File: config.mk
export PLATFORM = sky130hd
export DESIGN_NAME = pulse_output_bank
export DESIGN_NICKNAME = d
export VERILOG_FILES = /design/src/sv/pob_pkg.sv /design/src/sv/pob_lane.sv /design/src/sv/pulse_output_bank.sv
export SDC_FILE = /design/constraint.sdc
export NUM_CORES = 2
export LEC_CHECK = 0
export ABC_AREA = 0
export BUFFER_PORTS_ARGS = -buffer_cell sky130_fd_sc_hd__buf_2
export CORE_MARGIN = 2
export CORE_UTILIZATION = 55
export CTS_CLUSTER_DIAMETER = 150
export DETAILED_ROUTE_END_ITERATION = 12
export GPL_ROUTABILITY_DRIVEN = 0
export GPL_TIMING_DRIVEN = 1
export PLACE_DENSITY = 0.71
export SETUP_SLACK_MARGIN = 0.5
export SLEW_MARGIN = 20
export SYNTH_ARGS = -nofsm -noshare
export SYNTH_HDL_FRONTEND = slang
export SYNTH_HIERARCHICAL = 1
export SYNTH_SLANG_ARGS = --single-unit
File: constraint.sdc
create_clock -name clock -period 10.9 [get_ports clock]
set_input_delay 1.09 -clock clock [delete_from_list [all_inputs] [get_ports clock]]
set_output_delay 1.09 -clock clock [all_outputs]
set_load 0.01 [all_outputs]
File: src/sv/pob_pkg.sv
package pob_pkg;

   localparam int CHANNELS_DEFAULT = 32;
   localparam int CHANNEL_W = 5;
   localparam int LENGTH_W = 16;
   localparam int PIN_W = 32;

   typedef enum logic [2:0] {
      OP_SET     = 3'd0,
      OP_TOGGLE  = 3'd1,
      OP_PULSE   = 3'd2,
      OP_ALL_OFF = 3'd3,
      OP_TICK    = 3'd4,
      OP_REFRESH = 3'd5,
      OP_READ    = 3'd6
   } op_type;

   typedef struct packed {
      op_type               operation;
      logic [CHANNEL_W-1:0] channel;
      logic                 level;
      logic [LENGTH_W-1:0]  pulse_length;
   } req_type;

   typedef struct packed {
      logic [PIN_W-1:0] pin_levels;
      logic             read_level;
   } rsp_type;

   typedef struct packed {
      logic                valid;
      op_type              operation;
      logic                level;
      logic                length_nonzero;
      logic [LENGTH_W-1:0] pulse_length;
   } lane_cmd_type;

endpackage

File: src/sv/pob_lane.sv
module pob_lane (
   input  logic                  clock,
   input  logic                  reset,
   input  pob_pkg::lane_cmd_type cmd,
   input  logic                  hit,
   output logic                  level_in,
   output logic                  level_ff
);

   logic [pob_pkg::LENGTH_W-1:0] counter_ff;
   logic [pob_pkg::LENGTH_W-1:0] counter_in;
   logic                         flag_ff;
   logic                         flag_in;
   logic                         counter_idle;

   assign counter_idle = (counter_ff == '0);

   always_comb begin
      level_in   = level_ff;
      counter_in = counter_ff;
      flag_in    = flag_ff;
      if (cmd.valid) begin
         unique case (cmd.operation)
            pob_pkg::OP_SET: begin
               if (hit) begin
                  level_in   = cmd.level;
                  counter_in = '0;
                  flag_in    = 1'b0;
               end
            end
            pob_pkg::OP_TOGGLE: begin
               if (hit) begin
                  level_in   = ~level_ff;
                  counter_in = '0;
                  flag_in    = 1'b0;
               end
            end
            pob_pkg::OP_PULSE: begin
               if (hit && cmd.length_nonzero) begin
                  level_in   = level_ff ^ counter_idle;
                  counter_in = cmd.pulse_length;
                  flag_in    = 1'b0;
               end
            end
            pob_pkg::OP_ALL_OFF: begin
               level_in   = 1'b0;
               counter_in = '0;
               flag_in    = 1'b0;
            end
            pob_pkg::OP_TICK: begin
               if (!counter_idle) begin
                  counter_in = counter_ff - 1'b1;
                  if (counter_ff == pob_pkg::LENGTH_W'(1)) begin
                     flag_in = 1'b1;
                  end
               end
            end
            pob_pkg::OP_REFRESH: begin
               if (flag_ff) begin
                  flag_in  = 1'b0;
                  level_in = ~level_ff;
               end
            end
            default: begin
            end
         endcase
      end
   end

   always_ff @(posedge clock) begin
      if (reset) begin
         level_ff   <= 1'b0;
         counter_ff <= '0;
         flag_ff    <= 1'b0;
      end else begin
         level_ff   <= level_in;
         counter_ff <= counter_in;
         flag_ff    <= flag_in;
      end
   end

`ifndef SYNTHESIS
   a_flag_only_when_idle: assert property (@(posedge clock) disable iff (reset)
      flag_ff |-> counter_idle)
      else $error("Expiry flag is set while the pulse counter is running.");

   a_all_off_clears: assert property (@(posedge clock) disable iff (reset)
      cmd.valid && cmd.operation == pob_pkg::OP_ALL_OFF |=>
         !level_ff && !flag_ff && counter_ff == '0)
      else $error("All-off left state behind in a lane.");
`endif

endmodule

File: src/sv/pulse_output_bank.sv
// Channel   Ports                          Handshake
// input     start, busy, req_payload       accepted when start is high and busy is low
// result    rsp_strobe, rsp_payload        valid for one cycle while rsp_strobe is high
//
// Every item passes from acceptance into the input register, then through the
// lane update into the result register.
// A new item is accepted in every cycle; busy is always low.
// Synchronous reset clears every level, counter and flag and drops the strobe.
// The receiver cannot stall, so results are never held back.
module pulse_output_bank #(
   parameter int CHANNELS = pob_pkg::CHANNELS_DEFAULT
) (
   input  logic             clock,
   input  logic             reset,
   input  logic             start,
   output logic             busy,
   input  pob_pkg::req_type req_payload,
   output logic             rsp_strobe,
   output pob_pkg::rsp_type rsp_payload
);

   logic                  cmd_valid_ff;
   pob_pkg::req_type      cmd_ff;
   pob_pkg::lane_cmd_type lane_cmd;
   logic [CHANNELS-1:0]   hit_vec;
   logic [CHANNELS-1:0]   level_next;
   logic [CHANNELS-1:0]   level_now;
   logic [pob_pkg::PIN_W-1:0] pins_in;
   logic                  read_in;
   logic                  rsp_strobe_ff;
   pob_pkg::rsp_type      rsp_ff;

   assign busy = 1'b0;

   always_ff @(posedge clock) begin
      if (reset) begin
         cmd_valid_ff <= 1'b0;
      end else begin
         cmd_valid_ff <= start && !busy;
      end
   end

   always_ff @(posedge clock) begin
      if (start && !busy) begin
         cmd_ff <= req_payload;
      end
   end

   always_comb begin
      lane_cmd.valid          = cmd_valid_ff;
      lane_cmd.operation      = cmd_ff.operation;
      lane_cmd.level          = cmd_ff.level;
      lane_cmd.length_nonzero = (cmd_ff.pulse_length != '0);
      lane_cmd.pulse_length   = cmd_ff.pulse_length;
   end

   for (genvar i = 0; i < CHANNELS; i++) begin : g_lane
      assign hit_vec[i] = (cmd_ff.channel == pob_pkg::CHANNEL_W'(i));

      pob_lane u_lane (
         .clock    (clock),
         .reset    (reset),
         .cmd      (lane_cmd),
         .hit      (hit_vec[i]),
         .level_in (level_next[i]),
         .level_ff (level_now[i])
      );
   end

   always_comb begin
      pins_in = '0;
      pins_in[CHANNELS-1:0] = level_next;
      read_in = (cmd_ff.operation == pob_pkg::OP_READ) && |(hit_vec & level_now);
   end

   always_ff @(posedge clock) begin
      if (reset) begin
         rsp_strobe_ff <= 1'b0;
      end else begin
         rsp_strobe_ff <= cmd_valid_ff;
      end
   end

   always_ff @(posedge clock) begin
      if (cmd_valid_ff) begin
         rsp_ff.pin_levels <= pins_in;
         rsp_ff.read_level <= read_in;
      end
   end

   assign rsp_strobe  = rsp_strobe_ff;
   assign rsp_payload = rsp_ff;

`ifndef SYNTHESIS
   a_result_follows_item: assert property (@(posedge clock) disable iff (reset)
      cmd_valid_ff |=> rsp_strobe)
      else $error("An accepted item produced no result.");

   a_read_level_only_on_read: assert property (@(posedge clock) disable iff (reset)
      cmd_valid_ff && cmd_ff.operation != pob_pkg::OP_READ |=> !rsp_payload.read_level)
      else $error("Read level is set for an item that is not a read.");

   a_unused_pins_zero: assert property (@(posedge clock) disable iff (reset)
      rsp_strobe |-> (rsp_payload.pin_levels >> CHANNELS) == '0)
      else $error("Pin level above the channel count is set.");

   a_all_off_result: assert property (@(posedge clock) disable iff (reset)
      cmd_valid_ff && cmd_ff.operation == pob_pkg::OP_ALL_OFF |=>
         rsp_payload.pin_levels == '0)
      else $error("All-off result shows a level that is still high.");
`endif

endmodule

==> flow_metrics.py <==
metrics = {
    "place": {
        "numPlacedInstances": 6297,
        "pre_cts_slack_ns": 7.097,
        "port_buffers": 61,
        "placed_cell_area_um2": 46930,
        "place_hpwl_um": 85610,
    },
    "cts": {
        "cts.sink_count": 636,
        "cts_buffers": 78,
        "path_clk_slew_ns": 0.06,
        "postCtsSetupBuffers": 0,
        "clockRootBuffer": "clkbuf_16",
        "cts_resized": 0,
        "cts_buffer_depth": 3,
        "cts_tree": "built",
        "clk_latency_ns": 0.64,
        "cts-hold-fix-buffers": 0,
        "h-tree-depth": 3,
    },
    "synth": {
        "yosys_warnings": 6,
        "synth_area_leaders": "dfxtp_1 25%, a211oi_2 6.9%, a21oi_1 6.6%",
        "synthCells": 5436,
        "synth_area_um2": 46430,
        "synth-edff-count": 58,
        "yosysSeqAreaShare_pct": 28.67,
        "synth.distinct_cells": 92,
        "synthArstFlopShare_pct": 0,
        "ys.flop_type": "dfxtp_1",
        "syn-num-nets": 5536,
        "yosysTopAreaCell": "dfxtp_1",
        "avgSynthCellArea_um2": 8.541,
        "synth_top_area_share_pct": 24.92,
        "synth_seq_cells": 636,
    },
    "setup_path": {
        "critPathLaunch": "cmd_ff[17]$_DFFE_PP_",
        "cp_top_family": "compound AO/OA/AOI/OAI gates",
        "crit_path_start_kind": "flip-flop",
        "rr_worst_depth": 6,
        "path_depth": 6,
        "crit_path_end_kind": "flip-flop",
        "path_buf_inv": 0,
        "r2r_end": "g_lane[15].u_lane/flag_ff$_SDFFE_PP0P_",
        "slowest_delay_ns": 0.94,
        "slowest_stage": "a211oi_2",
        "crit_fanout": 19,
        "r2r_slack_ns": 6.86,
        "required_ns": 11.44,
        "cp-endpoint": "g_lane[15].u_lane/flag_ff$_SDFFE_PP0P_",
        "worstSetupPathType": "reg -> reg",
        "reg2reg_from": "cmd_ff[17]$_DFFE_PP_",
        "path_cells": "nand2_1 -> nor2_1 -> a221oi_1 -> a211oi_2 -> a31oi_1 -> a311oi_2",
        "crit_arrival_ns": 4.58,
    },
    "final_layout": {
        "antenna_cells": 0,
        "regArea_um2": 13320,
        "area_delta_synth_final_pct": 6.910,
        "instances_no_fill": 6441,
        "layout-drive-gt1-share_pct": 15.18,
        "postLayoutCoreUtil_pct": 59.41,
        "layout.nets": 5397,
        "fin_area_um2": 49640,
        "multi_input_comb_area_um2": 30780,
        "fillers": 7507,
    },
    "sta": {
        "final.setup.tns_ns": 0,
        "finClkSkew_ns": 0.02904,
        "grt_setup_unrepaired": "no",
        "worst_slew_pin_slew_ns": 1.178,
        "maxSlewHeadroom_pct": 21.12,
        "period_minus_slack_ns": 4.040,
        "hold_slack_ns": 0.4724,
        "drv_slew": 0,
        "final_hold_viol_count": 0,
        "finalCritPeriodShare_pct": 37.06,
        "fmax_mhz": 247.6,
        "setup_viol": 0,
        "finalWorstSetupSlack_ns": 6.861,
    },
    "global_routing": {
        "grt_use_total_pct": 32.78,
        "grt_overflow": 0,
        "grt_max_degree": 173,
        "antenna_found_initial": 1,
        "grt_pass1_vias": 41470,
        "grt_pass1_wl_um": 233500,
    },
    "detailed_routing": {
        "drtIter0Drc": 5122,
        "wl_per_cell_um": 22.91,
        "totalWireLength_um": 147600,
        "num_vias": 45820,
        "viasPerCell": 7.114,
        "drt_first_pass_iters": 6,
        "ant_nets": 0,
        "drc": 0,
    },
    "pwr": {
        "power_density_nw_per_um2": 150.0,
        "ir_drop_uv": 146.0,
        "totalPowerFinal_mw": 7.447,
        "leakage_nw": 16.12,
    },
    "hold_path": {
        "hp-class": "reg -> reg",
        "whs_path_depth": 2,
    },
    "run_status": {
        "status": "complete, no violations",
    },
    "die": {
        "dieArea_um2": 86760,
        "pin_count": 63,
        "start_util_pct": 55.57,
        "die_x_um": 294.5,
        "core_area_um2": 83560,
        "die_h_um": 294.5,
        "row_count": 106,
    },
    "run": {
        "drv_cap": 0,
    },
}
==> cells by family (layout without fill, tap and decap cells) <==
| kind of cell | after synthesis | in the layout | share of synthesized area, % |
|---|---|---|---|
| fa+ha+maj | 72 | 72 | 1.940 |
| compound gates | 2116 | 2116 | 35.71 |
| flops | 636 | 636 | 28.67 |
| xor+xnor | 290 | 290 | 5.471 |
| other cells | 1 | 1 | 0.008077 |
| buf+inv | 513 | 438 | 5.255 |
| simple gates | 1799 | 1799 | 22.74 |
| mux | 9 | 9 | 0.2048 |
==> synthesized netlist by cell type, types with 72 or more instances <==
| cell type | count |
|---|---|
| a21oi_1 | 609 |
| dfxtp_1 | 578 |
| nor2_1 | 434 |
| a22oi_1 | 333 |
| a211oi_2 | 255 |
| clkbuf_1 | 249 |
| nor4_1 | 221 |
| nand2_1 | 177 |
| xor2_1 | 175 |
| nor3_1 | 171 |
| nand4_1 | 148 |
| inv_1 | 139 |
| xnor2_1 | 115 |
| a211oi_1 | 114 |
| nand3_1 | 105 |
| o41ai_1 | 100 |
| o311ai_0 | 94 |
| o21ai_0 | 85 |
| o31ai_1 | 73 |
| ha_1 | 72 |
==> flip-flops by register name, summed over array words and instances (netlist names) <==
register,flops
cmd_ff,25
g_lane.u_lane/flag_ff,32
rsp_payload,33
g_lane.u_lane/counter_ff,512
g_lane.u_lane/level_ff,32
rsp_strobe,1
cmd_valid_ff,1
==> worst min-delay path, delay by kind of cell, from the launching register on <==
kind,cells,cell delay (ns)
flops,1,0.31
compound gates,2,0.12
==> how the worst min path moves through the flow <==
stage,from,end,slack [ns]
2_1_floorplan,g_lane[30].u_lane/counter_ff[7]$_SDFFE_PP0P_,g_lane[30].u_lane/counter_ff[7]$_SDFFE_PP0P_,0.44
3_3_place_gp,g_lane[3].u_lane/counter_ff[7]$_SDFFE_PP0P_,g_lane[3].u_lane/counter_ff[7]$_SDFFE_PP0P_,0.46
3_5_place_dp,g_lane[7].u_lane/counter_ff[7]$_SDFFE_PP0P_,g_lane[7].u_lane/counter_ff[7]$_SDFFE_PP0P_,0.46
4_1_cts,g_lane[7].u_lane/counter_ff[7]$_SDFFE_PP0P_,g_lane[7].u_lane/counter_ff[7]$_SDFFE_PP0P_,0.46
5_1_grt,g_lane[30].u_lane/counter_ff[7]$_SDFFE_PP0P_,g_lane[30].u_lane/counter_ff[7]$_SDFFE_PP0P_,0.49
6_report,g_lane[7].u_lane/counter_ff[7]$_SDFFE_PP0P_,g_lane[7].u_lane/counter_ff[7]$_SDFFE_PP0P_,0.47
==> power breakdown <==
group | switching, mW | total [mW] | internal (mW)
clock network | 1.07 | 2.65 | 1.58
logic | 1.35 | 2.15 | 0.804
registers | 0.168 | 2.65 | 2.48
==> routing by layer <==
metal | wire length, um | up-vias | GRT usage [%]
met5 | 0 | - | 0
met4 | 6368 | 0 | 13.28
met3 | 12710 | 362 | 5.460
met2 | 65290 | 2006 | 51.17
met1 | 63200 | 22090 | 44.89
li1 | - | 21370 | -
==> placed cells by master (no fill, tap or decap), types with 59 or more instances in the layout <==
| cell | Yosys | routed |
|---|---|---|
| a211oi_1 | 114 | 114 |
| a211oi_2 | 255 | 255 |
| a21oi_1 | 609 | 609 |
| a22oi_1 | 333 | 333 |
| a31oi_1 | 60 | 60 |
| buf_2 | 36 | 60 |
| buf_4 | 3 | 89 |
| clkbuf_16 | 0 | 81 |
| dfxtp_1 | 578 | 577 |
| ha_1 | 72 | 72 |
| inv_1 | 139 | 139 |
| nand2_1 | 177 | 177 |
| nand2b_1 | 59 | 59 |
| nand3_1 | 105 | 105 |
| nand4_1 | 148 | 148 |
| nor2_1 | 434 | 434 |
| nor2b_1 | 66 | 66 |
| nor3_1 | 171 | 171 |
| nor4_1 | 221 | 221 |
| o21ai_0 | 85 | 84 |
| o311ai_0 | 94 | 94 |
| o31ai_1 | 73 | 73 |
| o41ai_1 | 100 | 100 |
| xnor2_1 | 115 | 115 |
| xor2_1 | 175 | 175 |
==> final cells by class <==
type	instances	area share, %
clock buffers	114	4.696
clock inverters	30	0.5495
inverters	140	1.059
multi-input cells	4287	62.00
flip-flops and latches	636	26.83
well taps	1080	2.722
repair buffers	154	2.143
Power figures use the tool's default switching activity.
